`src/rtl/ppwm_pkg.sv`:
```
package ppwm_pkg;

  localparam int unsigned DEPTH        = 1024;
  localparam int unsigned SAMPLE_WIDTH = 16;
  localparam int unsigned TIME_WIDTH   = 32;

  localparam int unsigned PTR_WIDTH = (DEPTH > 1) ? $clog2(DEPTH) : 1;
  localparam int unsigned CNT_WIDTH = $clog2(DEPTH + 1);

  localparam int unsigned THR_WIDTH       = 16;
  localparam int unsigned TIMEOUT_WIDTH   = 32;
  localparam int unsigned TAP_WIDTH       = 10;
  localparam int unsigned CFG_INDEX_WIDTH = 2;
  localparam int unsigned CFG_DATA_WIDTH  = 32;
  localparam int unsigned CMP_WIDTH = ((TAP_WIDTH > CNT_WIDTH) ? TAP_WIDTH : CNT_WIDTH) + 1;

  localparam logic signed [THR_WIDTH-1:0]   THRESHOLD_RESET = '0;
  localparam logic [TIMEOUT_WIDTH-1:0]      TIMEOUT_RESET   = TIMEOUT_WIDTH'(10000);
  localparam logic [TAP_WIDTH-1:0]          TAP_RESET       = '0;

  // sum of nine samples, then divide by nine via reciprocal multiply
  localparam int unsigned SUM_WIDTH  = SAMPLE_WIDTH + 4;
  localparam int unsigned MEAN_SHIFT = SUM_WIDTH + 3;
  localparam logic [SUM_WIDTH-1:0] MEAN_MULT =
    SUM_WIDTH'(((64'd1 << MEAN_SHIFT) + 64'd8) / 64'd9);

  // timestamp mod 10000 == 0 split as 16 * 625
  localparam int unsigned GRID_LOW_BITS = 4;
  localparam int unsigned GRID_ODD      = 625;
  localparam int unsigned GRID_A_WIDTH  = TIME_WIDTH - GRID_LOW_BITS;
  localparam int unsigned GRID_SHIFT    = GRID_A_WIDTH + 10;
  localparam int unsigned GRID_M_WIDTH  = GRID_A_WIDTH + 1;
  localparam int unsigned GRID_Q_WIDTH  = GRID_A_WIDTH - 9;
  localparam logic [GRID_M_WIDTH-1:0] GRID_MULT =
    GRID_M_WIDTH'(((64'd1 << GRID_SHIFT) + 64'(GRID_ODD - 1)) / 64'(GRID_ODD));

  typedef enum logic [CFG_INDEX_WIDTH-1:0] {
    CFG_THRESHOLD = 2'd0,
    CFG_TIMEOUT   = 2'd1,
    CFG_TAP       = 2'd2
  } cfg_index_e;

  typedef struct packed {
    logic signed [SAMPLE_WIDTH-1:0] sample_nw;
    logic signed [SAMPLE_WIDTH-1:0] sample_n;
    logic signed [SAMPLE_WIDTH-1:0] sample_ne;
    logic signed [SAMPLE_WIDTH-1:0] sample_w;
    logic signed [SAMPLE_WIDTH-1:0] sample_c;
    logic signed [SAMPLE_WIDTH-1:0] sample_e;
    logic signed [SAMPLE_WIDTH-1:0] sample_sw;
    logic signed [SAMPLE_WIDTH-1:0] sample_s;
    logic signed [SAMPLE_WIDTH-1:0] sample_se;
    logic [TIME_WIDTH-1:0]          timestamp;
  } in_item_t;

  typedef struct packed {
    logic signed [SAMPLE_WIDTH-1:0] window_mean;
    logic signed [SAMPLE_WIDTH-1:0] delayed_sample;
    logic                           rise;
    logic [TIME_WIDTH-1:0]          period;
    logic                           fall;
    logic [TIME_WIDTH-1:0]          pulse_width;
    logic                           dead;
  } out_item_t;

  typedef struct packed {
    logic                           valid;
    logic signed [SAMPLE_WIDTH-1:0] mean;
    logic                           above;
    logic                           below;
    logic [TIME_WIDTH-1:0]          ts;
    logic                           on_grid;
  } mean_res_t;

  typedef struct packed {
    logic                  rise;
    logic [TIME_WIDTH-1:0] period;
    logic                  fall;
    logic [TIME_WIDTH-1:0] pulse_width;
    logic                  dead;
  } det_res_t;

endpackage

```
`src/rtl/ppwm_detect.sv`:
```
module ppwm_detect (
  input  logic                                  clk_i,
  input  logic                                  rst_ni,
  input  logic                                  adv_i,
  input  ppwm_pkg::mean_res_t                   mres_i,
  input  logic [ppwm_pkg::TIMEOUT_WIDTH-1:0]    timeout_i,
  output ppwm_pkg::det_res_t                    det_o
);

  logic                            in_pulse_q;
  logic [ppwm_pkg::TIME_WIDTH-1:0] last_rise_q;
  logic [ppwm_pkg::TIME_WIDTH-1:0] last_fall_q;
  logic [ppwm_pkg::TIME_WIDTH-1:0] since_rise;
  logic [ppwm_pkg::TIME_WIDTH-1:0] since_fall;

  always_comb begin
    since_rise        = mres_i.ts - last_rise_q;
    since_fall        = mres_i.ts - last_fall_q;
    det_o.rise        = mres_i.valid && !in_pulse_q && mres_i.above;
    det_o.fall        = mres_i.valid && in_pulse_q && mres_i.below;
    det_o.dead        = mres_i.valid && !in_pulse_q && !mres_i.above && !mres_i.on_grid
                     && (since_fall > timeout_i);
    det_o.period      = det_o.rise ? since_rise : '0;
    det_o.pulse_width = det_o.fall ? since_rise : '0;
  end

  always_ff @(posedge clk_i or negedge rst_ni) begin
    if (!rst_ni) begin
      in_pulse_q  <= 1'b0;
      last_rise_q <= '0;
      last_fall_q <= '0;
    end else if (adv_i) begin
      if (det_o.rise) begin
        in_pulse_q  <= 1'b1;
        last_rise_q <= mres_i.ts;
      end
      if (det_o.fall) begin
        in_pulse_q  <= 1'b0;
        last_fall_q <= mres_i.ts;
      end
    end
  end

endmodule
```
`config.mk`:
```
export PLATFORM = sky130hd
export DESIGN_NAME = ppwm_detect
export DESIGN_NICKNAME = d
export VERILOG_FILES = /design/src/rtl/ppwm_pkg.sv /design/src/rtl/ppwm_detect.sv
export SDC_FILE = /design/constraint.sdc
export NUM_CORES = 1
export LEC_CHECK = 0
export ABC_AREA = 1
export BUFFER_PORTS_ARGS = -buffer_cell sky130_fd_sc_hd__buf_2
export CAP_MARGIN = 15
export CORE_MARGIN = 1.5
export CORE_UTILIZATION = 58
export CTS_CLUSTER_DIAMETER = 80
export DETAILED_ROUTE_END_ITERATION = 12
export GPL_TIMING_DRIVEN = 0
export HOLD_SLACK_MARGIN = 0.05
export PLACE_DENSITY = 0.83
export SLEW_MARGIN = 20
export SYNTH_ARGS = -nofsm -noshare
export SYNTH_HDL_FRONTEND = slang
export SYNTH_SLANG_ARGS = --single-unit
```
`constraint.sdc`:
```
create_clock -name clk_i -period 3.15 [get_ports clk_i]
set_input_delay 0.1575 -clock clk_i [delete_from_list [all_inputs] [get_ports clk_i]]
set_output_delay 0.1575 -clock clk_i [all_outputs]
set_load 0.02 [all_outputs]
```
==> load_flow_metrics.sql <==
INSERT INTO impl_metrics (metric_group, metric, value, unit) VALUES
('status', 'run_status', 'finished, violations left', ''),
('status', 'failed_checks', 'setup timing', ''),
('routing', 'post-route-drc-count', '0', ''),
('sta', 'maxSlewHeadroom', '47.2', '%'),
('sta', 'layout_worst_path_cycle_share', '111', '%'),
('synth', 'synth-seq-area-share', '20.1', '%'),
('die', 'die_area', '0.0147', 'sq mm'),
('sta', 'period_needed', '3.50', 'ns'),
('cts', 'cts.path.max_buffers', '2', ''),
('sta', 'achievable-frequency', '286', 'MHz'),
('die', 'initial_util', '60.4', '%'),
('routing', 'drtIter0Drc', '712', ''),
('worst_setup_path', 'cp-start-kind', 'flop', ''),
('synth', 'postSynthNetCount', '1561', ''),
('synth', 'ys_async_sr_fraction', '100', '%'),
('routing', 'met2_length', '11800', 'um'),
('worst_hold_path', 'hold_path.class', 'input pin to flop', ''),
('global_routing', 'grt_overflow_total', '0', ''),
('die', 'dieHeight', '121', 'um'),
('routing', 'detailroute.via_count', '9074', ''),
('power', 'static_leakage', '5.84', 'nW'),
('die', 'boundaryPins', '154', ''),
('cts', 'cts_tree', 'built', ''),
('routing', 'drt-total-wl', '24500', 'um'),
('worst_setup_path', 'crit_fanout', '4', ''),
('synth', 'ys_warn_count', '0', ''),
('routing', 'route.top_layer_used', 'met4', ''),
('flow_run', 'max_cap_viol_count', '0', ''),
('cells_and_area', 'syn_to_final_growth', '23.3', '%'),
('sta', 'rsz_0062_raised_after_global_routing', 'true', ''),
('synth', 'synth-main-ff-cell', 'dfrtp_1', ''),
('synth', 'netlist_area_before_placement', '0.00809', 'sq mm'),
('worst_setup_path', 'crit_required', '2.99', 'ns'),
('global_routing', 'groute.usage.overall', '32.0', '%'),
('synth', 'synth.top_cells.by_area', 'nand2_1 21%, dfrtp_1 20%, ha_1 15%', ''),
('cts', 'numClockSinks', '65', ''),
('sta', 'post-route-worst-setup-slack', '-0.349', 'ns'),
('worst_setup_path', 'critPathArrivalTime', '3.34', 'ns'),
('cells_and_area', 'most_common_cell_after_layout_fill_and_taps_aside', 'nand2_1', ''),
('synth', 'distinct_cells_synth', '37', ''),
('worst_setup_path', 'worst-setup-path-type', 'flop to primary output', ''),
('power', 'power_density', '999', 'mW/mm^2'),
('cts', 'htree_levels', '3', ''),
('die', 'die_width', '121', 'um'),
('cells_and_area', 'final_cell_mix', '413 x nand2_1, 288 x inv_1, 145 x buf_2', ''),
('synth', 'number_of_synthesized_register_bits', '65', ''),
('synth', 'syn_avg_cell_area', '5.87', 'sq um'),
('worst_setup_path', 'setup.worst_path.end_class', 'primary output', ''),
('sta', 'final_max_slew_viol_count', '0', ''),
('routing', 'routedWlPerCell', '14.3', 'um'),
('place', 'routabilityCongestion', '0.951', ''),
('sta', 'fin_skew', '0.00397', 'ns'),
('worst_setup_path', 'kind_of_cell_adding_the_most_delay_to_the_critical_path', 'compound AO/OA/AOI/OAI gates', ''),
('synth', 'yosysTopAreaCellShare', '20.7', '%'),
('worst_setup_path', 'crit_slowest_cell', 'dfrtp_1', ''),
('sta', 'setup_total_negative_slack', '-0.349', 'ns'),
('place', 'dp.final_hpwl', '18300', 'um'),
('sta', 'final_count_of_negative_setup_slack_endpoints', '1', ''),
('cells_and_area', 'final_net_count', '1719', ''),
('synth', 'postSynthCellCount', '1378', ''),
('die', 'core_area', '0.0134', 'sq mm'),
('cts', 'clock_tree.root_cell', 'clkbuf_16', ''),
('sta', 'number_of_hold_violations_in_the_final_report', '0', ''),
('worst_setup_path', 'path_cells', 'inv_1 -> ha_4 -> a21oi_1 -> o21ai_0 -> a21oi_1 -> nand2_4 -> nand2_2 -> nand2_1 -> nand2_1 -> nand2_2 -> ha_4 -> nand2_4 -> nor2_4 -> nand2_2 -> nor4_4 -> nand2_1 -> a21oi_1 -> buf_4', ''),
('routing', 'routedLengthMet1', '10400', 'um'),
('cts', 'reg_clk_slew_reported_paths', '0.05', 'ns'),
('routing', 'drt_first_pass_iters', '5', ''),
('routing', 'drt-vias-per-instance', '5.28', ''),
('worst_setup_path', 'critical-path-max-stage-delay', '0.38', 'ns'),
('routing', 'count_of_nets_left_with_antenna_violations_after_detail_routing', '0', ''),
('cells_and_area', 'post-route-util', '74.4', '%');
power breakdown:
part	total (W)	switching (W)	internal [W]
sequential	0.00148	0.000252	0.00123
clock	0.00114	0.000353	0.000789
combinational	0.00734	0.00458	0.00276
final timing paths:
kind                            slack (ns)  cells past startpoint            start              end
worst max-delay path                 -0.35                     18  last_fall_q[11]         det_o[0]
worst min-delay path                  0.14                      3       mres_i[27]  last_fall_q[26]
worst max register to register        1.51                      8       in_pulse_q  last_rise_q[28]
worst min register to register        0.49                      2  last_rise_q[30]  last_rise_q[30]
max in group asynchronous             2.15                      2           rst_ni  last_rise_q[21]
min in group asynchronous             0.48                      2           rst_ni   last_rise_q[2]
stage by stage:
| step | power, W | worst slack, ns | hold slack (ns) | cell area (sq um) |
|---|---|---|---|---|
| floorplan | 0.00628 | 0.229 | -0.138 | 8090 |
| global placement | 0.00758 | -0.322 | 0.463 | 8990 |
| detailed placement | 0.00777 | -0.361 | 0.282 | 9000 |
| CTS | 0.00915 | -0.317 | 0.136 | 9490 |
| global route | 0.0109 | -0.476 | 0.155 | 9970 |
| finish | 0.00996 | -0.349 | 0.145 | 9970 |
sequential cells by signal, summed over array words and instances, names as in the netlist:
register     cells
in_pulse_q       1
last_fall_q     32
last_rise_q     32
logic make-up (layout without fill, tap and decap cells):
logic type               count (synthesis)  count (layout)  share of synthesized area, %
AO/OA/AOI/OAI                          175             175                          11.4
buffers and inverters                  312             475                          14.9
flip-flops                              65              65                          20.1
AND/OR/NAND/NOR                        696             696                          34.9
XOR/XNOR                                34              34                          3.68
adder cells (fa/ha/maj)                 96              96                          15.0
synthesized netlist by cell type, types with 4 or more instances:
cell type / number
a21oi_1: 71
buf_2: 10
clkbuf_1: 5
dfrtp_1: 65
ha_1: 94
inv_1: 290
nand2_1: 446
nand2_2: 13
nand3_1: 44
nand3_2: 4
nand3b_1: 5
nand4_1: 8
nor2_1: 152
nor3_1: 13
o21a_1: 6
o21ai_0: 64
o21ai_1: 20
o21bai_1: 6
xnor2_1: 17
xor2_1: 17
routing by layer:
layer	vias up	track usage (%)
li1	4550	-
met1	4078	40.5
met2	374	56.8
met3	72	3.01
met4	0	11.5
met5	-	0
final cells by class:
class	instances	area, sq um
multi-input cells	1001	5800
fillers	1072	3430
flip-flops and latches	65	1630
inverters	292	1100
repair buffers	147	772
clock buffers	10	239
well taps	176	220
plain buffers	20	106
clock inverters	6	105
timing repair:
item / CTS / global route
gates cloned: 0 / 0
hold endpoints to repair: 65 / 0
hold buffers: 1 / 0
pin swaps: 11 / 27
setup endpoints to repair: 1 / 1
gates resized for setup: 27 / 103
setup buffers: 5 / 4
worst register-to-register path, stage by stage, from the launching register on:
cell	delay, ns
dfrtp_1	0.40
inv_1	0.12
nand3_2	0.20
inv_2	0.11
nand2_1	0.06
buf_2	0.19
buf_2	0.23
nand2_1	0.10
o21ai_0	0.09
Note: power is estimated with default switching activity, not from simulation.
