File: config.mk
export PLATFORM = sky130hd
export DESIGN_NAME = ppwm_mean
export DESIGN_NICKNAME = d
export VERILOG_FILES = /design/src/rtl/ppwm_pkg.sv /design/src/rtl/ppwm_mean.sv
export SDC_FILE = /design/constraint.sdc
export NUM_CORES = 2
export LEC_CHECK = 0
export BUFFER_PORTS_ARGS = -buffer_cell sky130_fd_sc_hd__buf_2
export CAP_MARGIN = 0
export CORE_ASPECT_RATIO = 1.1
export CORE_MARGIN = 2
export CORE_UTILIZATION = 40
export CTS_CLUSTER_SIZE = 25
export DETAILED_ROUTE_END_ITERATION = 8
export GPL_TIMING_DRIVEN = 0
export MAX_ROUTING_LAYER = met4
export PLACE_DENSITY = 0.54
export SYNTH_ARGS = -nofsm -noshare
export SYNTH_HDL_FRONTEND = slang
export SYNTH_SLANG_ARGS = --single-unit
File: constraint.sdc
create_clock -name clk_i -period 9.6 [get_ports clk_i]
set_clock_uncertainty 0.1 [all_clocks]
set_input_delay 0 -clock clk_i [delete_from_list [all_inputs] [get_ports clk_i]]
set_output_delay 0 -clock clk_i [all_outputs]
set_load 0.03 [all_outputs]
File: src/rtl/ppwm_pkg.sv
package ppwm_pkg;

  localparam int unsigned DEPTH        = 1024;
  localparam int unsigned SAMPLE_WIDTH = 16;
  localparam int unsigned TIME_WIDTH   = 32;

  localparam int unsigned PTR_WIDTH = (DEPTH > 1) ? $clog2(DEPTH) : 1;
  localparam int unsigned CNT_WIDTH = $clog2(DEPTH + 1);

  localparam int unsigned THR_WIDTH       = 16;
  localparam int unsigned TIMEOUT_WIDTH   = 32;
  localparam int unsigned TAP_WIDTH       = 10;
  localparam int unsigned CFG_INDEX_WIDTH = 2;
  localparam int unsigned CFG_DATA_WIDTH  = 32;
  localparam int unsigned CMP_WIDTH = ((TAP_WIDTH > CNT_WIDTH) ? TAP_WIDTH : CNT_WIDTH) + 1;

  localparam logic signed [THR_WIDTH-1:0]   THRESHOLD_RESET = '0;
  localparam logic [TIMEOUT_WIDTH-1:0]      TIMEOUT_RESET   = TIMEOUT_WIDTH'(10000);
  localparam logic [TAP_WIDTH-1:0]          TAP_RESET       = '0;

  // sum of nine samples, then divide by nine via reciprocal multiply
  localparam int unsigned SUM_WIDTH  = SAMPLE_WIDTH + 4;
  localparam int unsigned MEAN_SHIFT = SUM_WIDTH + 3;
  localparam logic [SUM_WIDTH-1:0] MEAN_MULT =
    SUM_WIDTH'(((64'd1 << MEAN_SHIFT) + 64'd8) / 64'd9);

  // timestamp mod 10000 == 0 split as 16 * 625
  localparam int unsigned GRID_LOW_BITS = 4;
  localparam int unsigned GRID_ODD      = 625;
  localparam int unsigned GRID_A_WIDTH  = TIME_WIDTH - GRID_LOW_BITS;
  localparam int unsigned GRID_SHIFT    = GRID_A_WIDTH + 10;
  localparam int unsigned GRID_M_WIDTH  = GRID_A_WIDTH + 1;
  localparam int unsigned GRID_Q_WIDTH  = GRID_A_WIDTH - 9;
  localparam logic [GRID_M_WIDTH-1:0] GRID_MULT =
    GRID_M_WIDTH'(((64'd1 << GRID_SHIFT) + 64'(GRID_ODD - 1)) / 64'(GRID_ODD));

  typedef enum logic [CFG_INDEX_WIDTH-1:0] {
    CFG_THRESHOLD = 2'd0,
    CFG_TIMEOUT   = 2'd1,
    CFG_TAP       = 2'd2
  } cfg_index_e;

  typedef struct packed {
    logic signed [SAMPLE_WIDTH-1:0] sample_nw;
    logic signed [SAMPLE_WIDTH-1:0] sample_n;
    logic signed [SAMPLE_WIDTH-1:0] sample_ne;
    logic signed [SAMPLE_WIDTH-1:0] sample_w;
    logic signed [SAMPLE_WIDTH-1:0] sample_c;
    logic signed [SAMPLE_WIDTH-1:0] sample_e;
    logic signed [SAMPLE_WIDTH-1:0] sample_sw;
    logic signed [SAMPLE_WIDTH-1:0] sample_s;
    logic signed [SAMPLE_WIDTH-1:0] sample_se;
    logic [TIME_WIDTH-1:0]          timestamp;
  } in_item_t;

  typedef struct packed {
    logic signed [SAMPLE_WIDTH-1:0] window_mean;
    logic signed [SAMPLE_WIDTH-1:0] delayed_sample;
    logic                           rise;
    logic [TIME_WIDTH-1:0]          period;
    logic                           fall;
    logic [TIME_WIDTH-1:0]          pulse_width;
    logic                           dead;
  } out_item_t;

  typedef struct packed {
    logic                           valid;
    logic signed [SAMPLE_WIDTH-1:0] mean;
    logic                           above;
    logic                           below;
    logic [TIME_WIDTH-1:0]          ts;
    logic                           on_grid;
  } mean_res_t;

  typedef struct packed {
    logic                  rise;
    logic [TIME_WIDTH-1:0] period;
    logic                  fall;
    logic [TIME_WIDTH-1:0] pulse_width;
    logic                  dead;
  } det_res_t;

endpackage

File: src/rtl/ppwm_mean.sv
module ppwm_mean (
  input  logic                                   clk_i,
  input  logic                                   rst_ni,
  input  logic                                   adv_i,
  input  logic                                   acc_i,
  input  ppwm_pkg::in_item_t                     in_data_i,
  input  logic signed [ppwm_pkg::THR_WIDTH-1:0]  threshold_i,
  output ppwm_pkg::mean_res_t                    res_o
);

  localparam int unsigned SW  = ppwm_pkg::SUM_WIDTH;
  localparam int unsigned GAW = ppwm_pkg::GRID_A_WIDTH;
  localparam int unsigned GPW = ppwm_pkg::GRID_A_WIDTH + ppwm_pkg::GRID_M_WIDTH;

  logic signed [SW-1:0] sum_d;
  logic                 s1_valid_q;
  logic signed [SW-1:0] s1_sum_q;
  logic [ppwm_pkg::TIME_WIDTH-1:0] s1_ts_q;

  logic                 neg_d;
  logic [SW-1:0]        mag_d;
  logic [2*SW-1:0]      prod_d;
  logic signed [SW-1:0] lim_d;
  logic [GPW-1:0]       gprod_d;

  logic                                   s2_valid_q;
  logic                                   s2_neg_q;
  logic [ppwm_pkg::SAMPLE_WIDTH-1:0]      s2_qmag_q;
  logic                                   s2_above_q;
  logic                                   s2_below_q;
  logic [ppwm_pkg::TIME_WIDTH-1:0]        s2_ts_q;
  logic [ppwm_pkg::GRID_Q_WIDTH-1:0]      s2_gq_q;

  assign sum_d = SW'(in_data_i.sample_nw) + SW'(in_data_i.sample_n) + SW'(in_data_i.sample_ne)
               + SW'(in_data_i.sample_w)  + SW'(in_data_i.sample_c) + SW'(in_data_i.sample_e)
               + SW'(in_data_i.sample_sw) + SW'(in_data_i.sample_s) + SW'(in_data_i.sample_se);

  always_ff @(posedge clk_i or negedge rst_ni) begin
    if (!rst_ni) begin
      s1_valid_q <= 1'b0;
      s2_valid_q <= 1'b0;
    end else if (adv_i) begin
      s1_valid_q <= acc_i;
      s2_valid_q <= s1_valid_q;
    end
  end

  always_comb begin
    neg_d   = s1_sum_q[SW-1];
    mag_d   = neg_d ? SW'(-s1_sum_q) : SW'(s1_sum_q);
    prod_d  = (2*SW)'(mag_d) * (2*SW)'(ppwm_pkg::MEAN_MULT);
    lim_d   = (SW'(threshold_i) <<< 3) + SW'(threshold_i);
    gprod_d = GPW'(s1_ts_q[ppwm_pkg::TIME_WIDTH-1:ppwm_pkg::GRID_LOW_BITS])
            * GPW'(ppwm_pkg::GRID_MULT);
  end

  always_ff @(posedge clk_i) begin
    if (adv_i) begin
      s1_sum_q   <= sum_d;
      s1_ts_q    <= in_data_i.timestamp;
      s2_neg_q   <= neg_d;
      s2_qmag_q  <= prod_d[ppwm_pkg::MEAN_SHIFT +: ppwm_pkg::SAMPLE_WIDTH];
      s2_above_q <= s1_sum_q > lim_d;
      s2_below_q <= s1_sum_q < lim_d;
      s2_ts_q    <= s1_ts_q;
      s2_gq_q    <= gprod_d[ppwm_pkg::GRID_SHIFT +: ppwm_pkg::GRID_Q_WIDTH];
    end
  end

  always_comb begin
    res_o.valid   = s2_valid_q;
    res_o.mean    = s2_neg_q ? -s2_qmag_q : s2_qmag_q;
    res_o.above   = s2_above_q;
    res_o.below   = s2_below_q;
    res_o.ts      = s2_ts_q;
    res_o.on_grid = (s2_ts_q[ppwm_pkg::GRID_LOW_BITS-1:0] == '0)
                 && (((GAW+1)'(s2_gq_q) * (GAW+1)'(ppwm_pkg::GRID_ODD))
                     == (GAW+1)'(s2_ts_q[ppwm_pkg::TIME_WIDTH-1:ppwm_pkg::GRID_LOW_BITS]));
  end

endmodule

==> flow_summary.ini <==
[status]
status = completed

[sta]
whs_ns = 0.0962
fmax_mhz = 120
worst_pin_slew_ns = 1.10
maxSlewViolCount = 0
grt_setup_unrepaired = false
finalSetupTns_ns = 0
period_minus_slack_ns = 8.36
final.period_utilization_pct = 87.1
maxSlewHeadroom_pct = 26.0
final-setup-viol-count = 0
hold_violations = 0

[detailed_routing]
vias = 20100
via_per_inst = 4.72
dr.pass1.iters = 5
ant_nets = 0
drc = 0
routed_wl_um = 76500
drt_iter0_markers = 863
wl_per_cell_um = 17.9

[cells_and_area]
finish.instance_area_sq_um = 34100
drive_gt1_share_pct = 9.70
synthToLayoutAreaGrowth_pct = 11.7
fin_nets = 4549
fill_cells = 7496

[die]
dieArea_sq_um = 78600
fp-row-count = 106
ios = 248
die_width_um = 268
core_sq_um = 75900
die_h_um = 294
initial_core_util_pct = 40.3

[clock_tree]
clk_latency_ns = 0.49
cts.clk_slew.worst_paths_ns = 0.07
postCtsResizedCells = 0
cts_setup_buffers = 0
clockRootBuffer = clkbuf_16
clockBufferDepth = 2
cts_inserted_buffers = 17
cts.sink_count = 124
htree_num_levels = 4
cts_tree = built

[global_routing]
grt_pass1_wl_um = 121000
antenna_found_initial = 5
grt_pass1_vias = 22100
grt.overflow.total = 0
grt_usage_pct = 21.2
grt_max_degree = 88

[worst_setup_path]
crit_required_ns = 9.77
endpoint_kind = register
startpoint_type = register
arrival_ns = 8.53
path_class = register to register
cp_max_fo = 9

[yosys]
synth_top_family_by_area = adder cells
synth_cells = 2918
synth_warnings = 0
synth_edf_count = 122
synth_cell_types = 86
synth_xor_area_share_pct = 4.52
ys_async_sr_fraction_pct = 1.61
netlist_area_sq_um = 30600
syn_area_per_cell_sq_um = 10.5
synth_simple_gate_area_share_pct = 4.20
ys_seq_area_share_pct = 12.1
synth.ff_latch_count = 124
synth_compound_area_share_pct = 6.80
synthAdderAreaFrac_pct = 60.2
synthMuxAreaShare_pct = 0.364
synth-main-ff-cell = edfxtp_1
synth_nets = 4243

[placement]
dp_hpwl_um = 67300
numPortBuffers = 247
gp_congestion = 0.895
place_area_sq_um = 33100

[min_path]
hold_class = input pin to register

[run]
maxCapViolations = 0
through the flow:
stage	setup WS [ns]	instances	utilization, %
after CTS	1.07	4263	45.0
after global routing	0.850	4266	45.0
final	1.24	4267	45.0
after floorplan	2.57	2918	-
after global placement	1.10	4191	43.6
after detailed placement	1.14	4192	43.7
path summary, 6_finish.rpt:
check                      slack [ns]             from     endpoint  depth (start not counted)
min reg2reg                      0.32       s1_ts_q[2]   s2_ts_q[2]                          0
min in group asynchronous        0.25           rst_ni   s1_valid_q                          3
min                               0.1  threshold_i[15]   s2_below_q                          4
max                              1.24      s1_ts_q[13]  s2_gq_q[18]                         24
max in group asynchronous        9.02           rst_ni   s2_valid_q                          3
max reg2reg                      1.24      s1_ts_q[13]  s2_gq_q[18]                         24
logic make-up after synthesis:
kind of cell / after synthesis
adder cells (fa/ha/maj): 1132
buffers and inverters: 947
AO/OA/AOI/OAI: 295
AND/OR/NAND/NOR: 255
XOR/XNOR: 157
flip-flops: 124
multiplexers: 8
routing by layer:
| metal | global-route usage [%] | wire length (um) |
|---|---|---|
| met5 | - | 0 |
| met4 | 4.96 | 1390 |
| met3 | 2.28 | 2320 |
| met2 | 36.6 | 38700 |
| met1 | 26.6 | 34000 |
sequential cells by signal (all words and copies together), names as in the netlist:
register	count
s1_ts_q	32
s2_ts_q	32
s1_sum_q	20
s2_gq_q	19
s2_qmag_q	16
s1_valid_q	1
s2_above_q	1
s2_below_q	1
s2_neg_q	1
s2_valid_q	1
worst max-delay path: stages, from the launching register on:
cell      delay [ns]
edfxtp_1        0.74
ha_1            0.70
inv_1           0.17
fa_1            0.52
inv_1           0.06
fa_1            0.49
inv_1           0.05
fa_1            0.53
inv_1           0.06
fa_1            0.46
fa_1            0.49
inv_1           0.05
fa_1            0.48
inv_1           0.04
ha_1            0.31
a211oi_1        0.29
nand2_1         0.10
a221oi_1        0.46
o221ai_1        0.43
o31ai_4         0.41
o31ai_4         0.14
a31oi_2         0.36
o31ai_2         0.14
and4_1          0.21
nor3_1          0.31
layout make-up:
class / count / area (sq um) / area share, %
timing repair buffer: 287 / 1660 / 4.86
sequential: 124 / 3710 / 10.9
multi-input combinational: 1847 / 23300 / 68.2
tap: 1026 / 1280 / 3.76
buffer: 9 / 61.3 / 0.180
clock buffer: 18 / 439 / 1.29
clock inverter: 14 / 170 / 0.499
antenna: 4 / 10.0 / 0.0293
inverter: 938 / 3520 / 10.3
repair_timing:
item	CTS	global route
hold endpoints to repair	73	0
setup endpoints to repair	0	0
hold buffers	39	0
synth_stat cells (7+ instances only):
| cell | count | share of area (%) |
|---|---|---|
| inv_1 | 938 | 12 |
| fa_1 | 567 | 37 |
| ha_1 | 562 | 23 |
| edfxtp_1 | 122 | 12 |
| xnor2_1 | 104 | 3.0 |
| a21oi_1 | 71 | 1.2 |
| nor2_1 | 62 | 0.76 |
| nand2_1 | 58 | 0.71 |
| a21o_1 | 53 | 1.3 |
| xor2_1 | 52 | 1.5 |
| o21ai_0 | 42 | 0.69 |
| nor3_1 | 23 | 0.38 |
| nand3_1 | 22 | 0.36 |
| nand4_1 | 17 | 0.35 |
| o21bai_1 | 17 | 0.42 |
| o21a_1 | 16 | 0.39 |
| nor2b_1 | 14 | 0.29 |
| nand2b_1 | 13 | 0.27 |
| o31ai_1 | 10 | 0.25 |
| and2_1 | 8 | 0.16 |
| or4_1 | 8 | 0.20 |
| nor4_1 | 7 | 0.14 |
| o221ai_1 | 7 | 0.20 |
layout by cell type, fill, tap and decap left out, types with 39 or more instances in the layout:
cell / Yosys / routed
nor2_1: 62 / 62
inv_1: 938 / 938
nand2_1: 58 / 58
ha_1: 562 / 562
a21oi_1: 71 / 71
buf_2: 1 / 247
dlygate4sd3_1: 0 / 39
o21ai_0: 42 / 42
edfxtp_1: 122 / 122
xnor2_1: 104 / 104
a21o_1: 53 / 53
xor2_1: 52 / 52
fa_1: 567 / 567
Power is not shown: default switching activity piles up to over one toggle a cycle in this logic, so the estimate is an artifact.
